<file path="src/rtl/mhpq_pkg.sv">
// shared types and codes for the max-heap priority queue
package mhpq_pkg;

    localparam logic OP_INSERT = 1'b0;
    localparam logic OP_DELETE = 1'b1;

    typedef enum logic [1:0] {
        STATUS_OK    = 2'd0,
        STATUS_FULL  = 2'd1,
        STATUS_EMPTY = 2'd2,
        STATUS_RANGE = 2'd3
    } status_t;

    typedef struct packed {
        logic               op;
        logic signed [31:0] value;
        logic        [4:0]  position;
    } req_t;

    typedef struct packed {
        status_t            status;
        logic signed [31:0] result_value;
        logic        [5:0]  prior_count;
    } rsp_t;

endpackage

</file>
<file path="src/rtl/mhpq_ram.sv">
// generic simple dual-port ram, one write and one registered read per cycle
module mhpq_ram #(
    parameter int WIDTH = 32,
    parameter int DEPTH = 32
) (
    input  logic                     clk,
    input  logic                     we,
    input  logic [$clog2(DEPTH)-1:0] waddr,
    input  logic [WIDTH-1:0]         wdata,
    input  logic                     re,
    input  logic [$clog2(DEPTH)-1:0] raddr,
    output logic [WIDTH-1:0]         rdata
);

    logic [WIDTH-1:0] mem [DEPTH];

    always_ff @(posedge clk)
    begin
        if (we)
        begin
            mem[waddr] <= wdata;
        end
        if (re)
        begin
            rdata <= mem[raddr];
        end
    end

endmodule

</file>
<file path="src/rtl/max_heap_priority_queue_core.sv">
// top level of the bounded binary max-heap priority queue
//
// A request is taken at a clock edge where start is high and busy is low.
// An insert puts request.value into the heap and reports the count held
// before it; a delete removes the entry at request.position (position 0 is
// the maximum) and returns it. Full, empty and out-of-range requests change
// nothing and give their status in the cycle after start. Every request gives
// exactly one result, shown on the result port for a single cycle with done
// high; the receiver cannot stall it, so it must take it in that cycle.
// The heap sits in a ram with one read and one write port and a
// registered read, and a single signed comparator serves every step. An
// insert climbs from the next free slot, reading and comparing the parent
// at each level and moving a smaller parent down into the hole, and writes
// the value at the root or below a parent that is not smaller. A delete
// fetches the removed entry and, unless that was the last slot, the last
// entry, tests the parent when the slot is not the root, then climbs as an
// insert does or sinks past the larger child at each level to place it.
// busy is high for the whole operation, and a new request may start in the
// cycle that its predecessor's result is shown.
module max_heap_priority_queue_core #(
    parameter int CAPACITY = 32
) (
    input  logic          clk,
    input  logic          rst_n,
    input  logic          start,
    output logic          busy,
    input  mhpq_pkg::req_t request,
    output logic          done,
    output mhpq_pkg::rsp_t result
);

    import mhpq_pkg::*;

    localparam int IDX_W = (CAPACITY > 1) ? $clog2(CAPACITY) : 1;
    localparam int CNT_W = $clog2(CAPACITY + 1);
    localparam int CHD_W = IDX_W + 2;
    localparam int POS_W = CNT_W + 5;

    typedef enum logic [3:0] {
        S_IDLE,
        S_UP_CHECK,
        S_UP_CMP,
        S_DEL_RES,
        S_DEL_LAST,
        S_DEL_UP,
        S_DN_CHECK,
        S_DN_L,
        S_DN_R
    } state_t;

    state_t             state_reg, state_next;
    logic [CNT_W-1:0]   count_reg, count_next;
    logic [IDX_W-1:0]   idx_reg, idx_next;
    logic signed [31:0] cur_reg, cur_next;
    logic signed [31:0] best_reg, best_next;
    logic               best_hit_reg, best_hit_next;
    rsp_t               result_reg, result_next;
    logic               done_reg, done_next;

    // ram port
    logic               ram_we;
    logic [IDX_W-1:0]   ram_waddr;
    logic [31:0]        ram_wdata;
    logic               ram_re;
    logic [IDX_W-1:0]   ram_raddr;
    logic [31:0]        ram_rdata;
    logic signed [31:0] rd_val;

    // the one shared comparator
    logic signed [31:0] cmp_a, cmp_b;
    logic               cmp_gt;

    // index arithmetic
    logic [IDX_W-1:0]   idx_m1;
    logic [IDX_W-1:0]   parent_idx;
    logic [CHD_W-1:0]   left_w, right_w, count_cw;
    logic [POS_W-1:0]   pos_w, count_pw;
    logic [CNT_W+5:0]   count_wide;
    logic [5:0]         prior6;

    mhpq_ram #(
        .WIDTH (32),
        .DEPTH (CAPACITY)
    ) u_store (
        .clk   (clk),
        .we    (ram_we),
        .waddr (ram_waddr),
        .wdata (ram_wdata),
        .re    (ram_re),
        .raddr (ram_raddr),
        .rdata (ram_rdata)
    );

    assign rd_val = $signed(ram_rdata);
    assign cmp_gt = cmp_a > cmp_b;

    assign idx_m1     = idx_reg - IDX_W'(1);
    assign parent_idx = idx_m1 >> 1;
    assign left_w     = {1'b0, idx_reg, 1'b1};
    assign right_w    = left_w + CHD_W'(1);
    assign count_cw   = CHD_W'(count_reg);
    assign pos_w      = POS_W'(request.position);
    assign count_pw   = POS_W'(count_reg);
    // prior count wraps modulo 64 for deep heaps
    assign count_wide = {6'd0, count_reg};
    assign prior6     = count_wide[5:0];

    always_comb
    begin
        state_next    = state_reg;
        count_next    = count_reg;
        idx_next      = idx_reg;
        cur_next      = cur_reg;
        best_next     = best_reg;
        best_hit_next = best_hit_reg;
        result_next   = result_reg;
        done_next     = 1'b0;
        ram_we        = 1'b0;
        ram_waddr     = idx_reg;
        ram_wdata     = cur_reg;
        ram_re        = 1'b0;
        ram_raddr     = parent_idx;
        cmp_a         = cur_reg;
        cmp_b         = rd_val;

        case (state_reg)
            S_IDLE:
            begin
                if (start)
                begin
                    result_next.prior_count  = prior6;
                    result_next.result_value = '0;
                    result_next.status       = STATUS_OK;
                    if (request.op == OP_INSERT)
                    begin
                        if (count_reg == CNT_W'(CAPACITY))
                        begin
                            result_next.status = STATUS_FULL;
                            done_next          = 1'b1;
                        end
                        else
                        begin
                            // hole starts at the next free slot
                            cur_next   = request.value;
                            idx_next   = count_reg[IDX_W-1:0];
                            count_next = count_reg + CNT_W'(1);
                            state_next = S_UP_CHECK;
                        end
                    end
                    else if (count_reg == '0)
                    begin
                        result_next.status = STATUS_EMPTY;
                        done_next          = 1'b1;
                    end
                    else if (pos_w >= count_pw)
                    begin
                        result_next.status = STATUS_RANGE;
                        done_next          = 1'b1;
                    end
                    else
                    begin
                        ram_re     = 1'b1;
                        ram_raddr  = pos_w[IDX_W-1:0];
                        idx_next   = pos_w[IDX_W-1:0];
                        count_next = count_reg - CNT_W'(1);
                        state_next = S_DEL_RES;
                    end
                end
            end

            S_UP_CHECK:
            begin
                if (idx_reg == '0)
                begin
                    ram_we     = 1'b1;
                    done_next  = 1'b1;
                    state_next = S_IDLE;
                end
                else
                begin
                    ram_re     = 1'b1;
                    state_next = S_UP_CMP;
                end
            end

            S_UP_CMP:
            begin
                ram_we = 1'b1;
                if (cmp_gt)
                begin
                    // parent moves down into the hole
                    ram_wdata  = ram_rdata;
                    idx_next   = parent_idx;
                    state_next = S_UP_CHECK;
                end
                else
                begin
                    done_next  = 1'b1;
                    state_next = S_IDLE;
                end
            end

            S_DEL_RES:
            begin
                result_next.result_value = rd_val;
                if (CNT_W'(idx_reg) == count_reg)
                begin
                    // last slot removed, nothing to restore
                    done_next  = 1'b1;
                    state_next = S_IDLE;
                end
                else
                begin
                    ram_re     = 1'b1;
                    ram_raddr  = count_reg[IDX_W-1:0];
                    state_next = S_DEL_LAST;
                end
            end

            S_DEL_LAST:
            begin
                cur_next = rd_val;
                if (idx_reg != '0)
                begin
                    ram_re     = 1'b1;
                    state_next = S_DEL_UP;
                end
                else
                begin
                    state_next = S_DN_CHECK;
                end
            end

            S_DEL_UP:
            begin
                if (cmp_gt)
                begin
                    ram_we     = 1'b1;
                    ram_wdata  = ram_rdata;
                    idx_next   = parent_idx;
                    state_next = S_UP_CHECK;
                end
                else
                begin
                    state_next = S_DN_CHECK;
                end
            end

            S_DN_CHECK:
            begin
                if (left_w < count_cw)
                begin
                    ram_re     = 1'b1;
                    ram_raddr  = left_w[IDX_W-1:0];
                    state_next = S_DN_L;
                end
                else
                begin
                    ram_we     = 1'b1;
                    done_next  = 1'b1;
                    state_next = S_IDLE;
                end
            end

            S_DN_L:
            begin
                cmp_a = rd_val;
                cmp_b = cur_reg;
                if (right_w < count_cw)
                begin
                    best_hit_next = cmp_gt;
                    best_next     = cmp_gt ? rd_val : cur_reg;
                    ram_re        = 1'b1;
                    ram_raddr     = right_w[IDX_W-1:0];
                    state_next    = S_DN_R;
                end
                else if (cmp_gt)
                begin
                    ram_we     = 1'b1;
                    ram_wdata  = ram_rdata;
                    idx_next   = left_w[IDX_W-1:0];
                    state_next = S_DN_CHECK;
                end
                else
                begin
                    ram_we     = 1'b1;
                    done_next  = 1'b1;
                    state_next = S_IDLE;
                end
            end

            S_DN_R:
            begin
                cmp_a  = rd_val;
                cmp_b  = best_reg;
                ram_we = 1'b1;
                if (cmp_gt)
                begin
                    ram_wdata  = ram_rdata;
                    idx_next   = right_w[IDX_W-1:0];
                    state_next = S_DN_CHECK;
                end
                else if (best_hit_reg)
                begin
                    ram_wdata  = best_reg;
                    idx_next   = left_w[IDX_W-1:0];
                    state_next = S_DN_CHECK;
                end
                else
                begin
                    done_next  = 1'b1;
                    state_next = S_IDLE;
                end
            end

            default:
            begin
                state_next = S_IDLE;
            end
        endcase
    end

    always_ff @(posedge clk or negedge rst_n)
    begin
        if (!rst_n)
        begin
            state_reg    <= S_IDLE;
            count_reg    <= '0;
            idx_reg      <= '0;
            cur_reg      <= '0;
            best_reg     <= '0;
            best_hit_reg <= 1'b0;
            result_reg   <= '0;
            done_reg     <= 1'b0;
        end
        else
        begin
            state_reg    <= state_next;
            count_reg    <= count_next;
            idx_reg      <= idx_next;
            cur_reg      <= cur_next;
            best_reg     <= best_next;
            best_hit_reg <= best_hit_next;
            result_reg   <= result_next;
            done_reg     <= done_next;
        end
    end

    assign busy   = (state_reg != S_IDLE);
    assign done   = done_reg;
    assign result = result_reg;

endmodule

</file>
<file path="config.mk">
export PLATFORM = sky130hd
export DESIGN_NAME = max_heap_priority_queue_core
export DESIGN_NICKNAME = d
export VERILOG_FILES = /design/src/rtl/mhpq_pkg.sv /design/src/rtl/mhpq_ram.sv /design/src/rtl/max_heap_priority_queue_core.sv
export SDC_FILE = /design/constraint.sdc
export NUM_CORES = 2
export LEC_CHECK = 0
export BUFFER_PORTS_ARGS = -buffer_cell sky130_fd_sc_hd__buf_2
export CAP_MARGIN = 20
export CELL_PAD_IN_SITES_DETAIL_PLACEMENT = 1
export CELL_PAD_IN_SITES_GLOBAL_PLACEMENT = 1
export CORE_UTILIZATION = 30
export DETAILED_ROUTE_END_ITERATION = 16
export PLACE_DENSITY_LB_ADDON = 0.2
export SLEW_MARGIN = 20
export SYNTH_ARGS = -nofsm -noshare
export SYNTH_HDL_FRONTEND = slang
export SYNTH_SLANG_ARGS = --single-unit
</file>
<file path="constraint.sdc">
create_clock -name clk -period 7.7 [get_ports clk]
set_input_delay 1.54 -clock clk [delete_from_list [all_inputs] [get_ports clk]]
set_output_delay 1.54 -clock clk [all_outputs]
set_load 0.02 [all_outputs]
</file>
# Word-level counts from Yosys, hierarchy flattened
# Memories as Yosys holds them, arrays and structs flattened. A register that Yosys moved wholly into a read port is not among the register bits.
# Index checks and enable logic that the tools add are counted.
[word_totals] ff_bits=121 ramBits=1024 input_bits=41 word_cells=144 memories=1
[op_classes] n_addsub=4 order_cmp=4 eq_ne=23 muxes=84 reduce_logical=18
[memory_table] memory="u_store.mem" words=32 width=32 read_ports=1 rd_clocked_by_memory_dff=1 wr=1 line="mhpq_ram.sv:15" rtl="logic [WIDTH-1:0] mem [DEPTH];"
[op_table] op="32-bit two-way mux" n=8
[op_table] op="32-bit one-hot mux with 2 select lines" n=3
[op_table] op="32-bit one-hot mux with 3 select lines" n=1
[op_table] op="5-bit two-way mux" n=17
[op_table] op="5-bit one-hot mux with 4 select lines" n=2
[op_table] op="38-bit two-way mux" n=1
[op_table] op="4-bit one-hot mux with 9 select lines" n=1
[op_table] op="32-bit > comparator" n=1
[op_table] op="1-bit two-way mux" n=27
[op_table] op="4-bit two-way mux" n=6
[op_table] op="6-bit two-way mux" n=4
[op_table] op="3-bit two-way mux" n=6
[op_table] op="4-bit by 3-bit equality test with 1-bit output (second input constant)" n=4
[op_table] op="2-bit != test (second input constant)" n=8
[op_table] op="3-bit != test (second input constant)" n=4
[op_table] op="2-bit two-way mux" n=5
[op_table] op="9-bit AND reduction" n=1
[op_table] op="4-bit by 2-bit equality test with 1-bit output (second input constant)" n=2
[op_table] op="4-bit AND reduction" n=2
[op_table] op="4-bit nonzero test" n=2
[op_table] op="6-bit by 1-bit adder with 7-bit output (second input constant)" n=1
[op_table] op="7-bit by 6-bit less-than comparator with 1-bit output" n=1
[op_table] op="1-bit one-hot mux with 7 select lines" n=1
[op_table] op="6-bit by 1-bit adder with 6-bit output (second input constant)" n=1
[op_table] op="19 further kinds" n=24

# Depth between registers and ports, before layout
[logic_depth] word_depth=8 ltp_mapped=23

# By module
# Synthesis repeated with hierarchy kept, for this count alone.
[unflattened] cells_unflattened=3376 hier_area_um2=49751.5
[by_module_without_submodules] module="mhpq_ram" instances=1 cells_per_inst=2260 area_each_um2=40812.9 seq_area_each_um2=31710.4
[by_module_without_submodules] module="max_heap_priority_queue_core" instances=1 cells_per_inst=1116 area_each_um2=8938.6 seq_area_each_um2=3027.9

# Worst setup path before layout
# No wires, ideal clock.
[synth_path] path_kind="register to register" startpoint="register state_reg[2]" endpoint="memory u_store.mem[15][0], enable pin" t_arrival_ns=5.143 t_required_ns=7.279 path_slack_ns=2.136 stages_incl_launch_ff=21 period_less_slack_ns=5.564 path_cell_list="dfrtp_1 > buf_6 > or2_4 > nor2_1 > and2_1 > clkbuf_1 > clkbuf_1 > a22o_1 > a21oi_1 > ha_1 > nand3_1 > or3_1 > nor2_1 > o21ai_0 > o2111ai_1 > a21oi_1 > nor2_1 > nand3_1 > nand3_1 > nand2_1 > nor2_1"
[synth_via] elab_chain_cells=8 elab_cells_between_ends=15 classes_between="order compare (1); eq/ne (6); mux (6); reduce/logical (2)"
[synth_lines] element="start, declared" line="max_heap_priority_queue_core.sv:51" rtl="state_t state_reg, state_next;"
[synth_lines] element="start signal, assigned" line="max_heap_priority_queue_core.sv:338" rtl="state_reg <= state_next;"
[synth_lines] element="4-bit equality test or 4-bit by 3-bit equality test with 1-bit output (tied branches)" line="max_heap_priority_queue_core.sv:126" rtl="case (state_reg)"
[synth_lines] element="2-bit OR reduction (no source line)"
[synth_lines] element="32-bit two-way mux" line="max_heap_priority_queue_core.sv:126"
[synth_lines] element="32-bit > comparator" line="max_heap_priority_queue_core.sv:95" rtl="assign cmp_gt = cmp_a > cmp_b;"
[synth_lines] element="1-bit two-way mux" line="max_heap_priority_queue_core.sv:236" rtl="if (cmp_gt)"
[synth_lines] element="1-bit one-hot mux with 5 select lines *" line="max_heap_priority_queue_core.sv:126"
[synth_lines] element="1-bit two-way mux *" line="mhpq_ram.sv:19" rtl="if (we)"
[synth_lines] element="1-bit two-way mux (not written as such) *" line="mhpq_ram.sv:21" rtl="mem[waddr] <= wdata;"
[synth_lines] element="end, declared" line="mhpq_ram.sv:15"
# Every way passes the cells marked *; elsewhere a longest branch is shown, timed or not.

# Worst setup path after layout
[layout_path] startpoint="register state_reg[0]" endpoint="memory u_store.mem[8][22], data pin"
[layout_via] elab_chain_cells=7 elab_cells_between_ends=13 classes_between="order compare (1); eq/ne (4); mux (6); reduce/logical (2)"
[layout_lines] element="4-bit equality test or 4-bit by 3-bit equality test with 1-bit output (tied branches)" line="max_heap_priority_queue_core.sv:126"
[layout_lines] element="2-bit OR reduction (no source line)"
[layout_lines] element="32-bit two-way mux" line="max_heap_priority_queue_core.sv:126"
[layout_lines] element="32-bit > comparator" line="max_heap_priority_queue_core.sv:95"
[layout_lines] element="32-bit two-way mux" line="max_heap_priority_queue_core.sv:189, max_heap_priority_queue_core.sv:236, max_heap_priority_queue_core.sv:277"
[layout_lines] element="32-bit two-way mux" line="max_heap_priority_queue_core.sv:269" rtl="if (right_w < count_cw)"
[layout_lines] element="32-bit one-hot mux with 3 select lines *" line="max_heap_priority_queue_core.sv:126"
[layout_lines] element="via ram_wdata[22]" line="max_heap_priority_queue_core.sv:63" rtl="logic [31:0] ram_wdata;"
# The timed path passes the listed nets; every way through them passes the cells marked *.

==> impl_results.md <==
- Hold_sp: result[1]$_DFFE_PN0P_
- WP data required: 7850 ps
- Rows: 148
- Fin. Hold Viols: 0
- Tmin final: 6250 ps
- IO buf count: 82
- Reg2Reg Depth: 18
- I/O pin count: 83
- First-pass iteration count of the detailed router: 8
- Unrepaired setup endpoints after global routing: no
- Via count: 32200
- Final slew viol count: 0
- Total track usage: 19.6%
- Cells after Synth: 3750
- Max reg flops: 1024
- Critical Setup Path Class: reg2reg
- Setup crit end kind: flip-flop
- R2R Path End: u_store.mem[8][22]$_DFFE_PP_
- P&R area growth vs syn: 15.4%
- Max-slew headroom: 21.3%
- Worst Hold Depth: 2
- Largest net degree at the start of global routing: 126
- Outcome: finished, final reports clean
- Syn avg cell area: 13.2 sq um
- Vias in the first global route: 33400
- Peak Freq: 0.160 GHz
- Yosys warnings: 0
- Final WL: 165000 um
- CP Max Fanout: 37
- Sum Neg Setup Slack: 0 ps
- Hold_ws: 469 ps
- Reg2Reg Launch Point: state_reg[0]$_DFFE_PN0P_
- Vias per cell: 5.26
- Tcrit/Tclk final: 81.2%
- Antenna violations before repair: 5
- Hold_buf cts: 0
- Initial Utilization: 30.3%
- Synth top area share: 64.2%
- Post-synth top area cell: edfxtp_1
- Final Net Count: 3944
- Inserted Clock Buffers: 135
- Ys flop type: edfxtp_1
- Hold EP: result[1]$_DFFE_PN0P_
- Post-synthesis sequential area ratio: 70.3%
- CTS tree: yes
- Core Region: 163000 sq um
- Cell chain of the critical path: or2_4 -> nor2_1 -> and2_1 -> buf_4 -> a22o_1 -> a21oi_1 -> ha_1 -> a21o_1 -> a21o_1 -> a2111oi_0 -> o21a_1 -> o2111ai_1 -> a21oi_1 -> nor2_4 -> nand2_1 -> o21ai_0 -> a221oi_1 -> clkinv_1
- Slowest stage cell, crit path: clkinv_1
- Yosys reg bits: 1177
- Initial DRC Count: 2646
- Routed Antenna Nets: 0
- Syn Nets: 3847
- Clk_lat worst skew: 770 ps
- Mapped cell area: 49400 sq um
- CP peak stage delay: 900 ps
- Gp weighted congestion: 0.772
- CTS root buf: clkbuf_16
- First-pass GRT wire length: 239000 um
- Worst Path Arrival: 6400 ps
- Share of cells above drive strength 1: 12.5%
- Clk slew on worst S/H paths: 60 ps
- HP Class: reg2reg
- Grt total ovfl: 0
- Top cells by area, synth: edfxtp_1, nand2_1, dfrtp_1
- Worst-case clock skew: 32.6 ps
- Startpoint types: flip-flop
- Post-CTS sizing: 0
- Setup bufs post-CTS: 0
- Post-synth EDFFs: 1056
- Bufs on Longest Clock Path: 3
- Final Util: 34.9%
- Worst R2R Setup Slack: 1450 ps
- CTS Sinks: 1177
- Die width: 408 um
- Slew @ Worst Pin: 1180 ps
- H-tree levels: 4
- Dpl hpwl: 96800 um
- Final setup fails: 0
- WL/cell: 26.9 um
- Full die area: 166000 sq um
- Async SR Flop Fraction: 10.3%
- Max capacitance violation total: 0
- Distinct cells, synth: 79
- DRC Markers: 0
- Die Height: 408 um
-- per-stage QoR --
step | instances | setup WS [ps] | area, sq um
after floorplan | 3750 | 2140 | 49400
after global placement | 5884 | 1150 | 52900
after detailed placement | 5884 | 1210 | 52900
after CTS | 6116 | 1480 | 57000
after global routing | 6117 | 971 | 57000
final | 6118 | 1450 | 57000
-- final cells by class --
cell class | count | area [sq um]
Multi-Input combinational cell | 2273 | 13700
Sequential cell | 1177 | 34700
Clock buffer | 176 | 3690
Clock inverter | 56 | 429
Timing Repair Buffer | 211 | 1510
Tap cell | 2175 | 2720
Fill cell | 17100 | 106000
Inverter | 49 | 184
Antenna cell | 1 | 2.50
-- metal layers --
metal | track usage (%) | routed length [um] | up-vias
met4 | 6.05 | 4450 | 0
met5 | 0 | 0 | -
met3 | 3.40 | 8340 | 213
met2 | 31.0 | 75700 | 769
li1 | - | - | 14300
met1 | 27.4 | 76300 | 16900
-- cell usage after synthesis (9+ instances only) --
master / n
and3_1: 36
buf_2: 72
a31oi_1: 42
clkbuf_1: 149
dfrtp_1: 121
edfxtp_1: 1056
a222oi_1: 32
mux2i_1: 135
ha_1: 55
a21o_1: 17
nand3_1: 215
a311oi_1: 31
o311ai_1: 29
a21oi_1: 275
buf_1: 18
inv_1: 47
a2111oi_0: 33
mux4_2: 31
a32oi_1: 63
xor2_1: 9
nor3_1: 9
a22o_1: 35
o21ai_0: 96
o32a_1: 30
nand2_1: 907
nor2_1: 70
-- cells by family (layout without fill, tap and decap cells) --
logic type / count (synthesis) / after routing / share of synthesized area (%)
other: 0 / 1 / 0
DFF: 1177 / 1177 / 70.3
muxes: 168 / 168 / 4.19
buffers and inverters: 300 / 492 / 2.61
and+or+nand+nor: 1295 / 1295 / 11.0
xor gates and xnor gates: 17 / 17 / 0.301
AOI/OAI and AO/OA: 737 / 737 / 10.1
adders and majority gates: 56 / 56 / 1.43
-- how the worst max path moves through the flow --
stage | end | startpoint | depth (start not counted)
after global routing | u_store.mem[24][22]$_DFFE_PP_ | state_reg[0]$_DFFE_PN0P_ | 18
after floorplan | u_store.mem[15][0]$_DFFE_PP_ | state_reg[2]$_DFFE_PN0P_ | 20
after global placement | u_store.rdata[0]$_DFFE_PP_ | request[0] | 14
after detailed placement | u_store.rdata[18]$_DFFE_PP_ | request[0] | 13
final | u_store.mem[8][22]$_DFFE_PP_ | state_reg[0]$_DFFE_PN0P_ | 18
after CTS | u_store.mem[15][29]$_DFFE_PP_ | state_reg[0]$_DFFE_PN0P_ | 19
-- layout by cell type, fill, tap and decap left out, drive strengths merged, types with 36 or more instances in the layout --
cell	Yosys	routed
ha	55	55
nand3	215	215
nand2	907	907
clkbuf	149	177
mux2i	135	135
nor2	72	72
a21oi	276	276
dfrtp	121	121
o21ai	99	99
edfxtp	1056	1056
buf	102	210
a31oi	42	42
clkinv	0	47
a32oi	63	63
inv	49	52
and3	36	36
-- critical path: cells and delay by family (launching register included) --
family	cells	cell delay [ps]
AO/OA/AOI/OAI	10	2300
adder cells (fa/ha/maj)	1	330
buffers and inverters	2	1330
flip-flops	1	530
AND/OR/NAND/NOR	5	1070
Power is not shown: default switching activity piles up to over one toggle a cycle in this logic, so the estimate is an artifact.
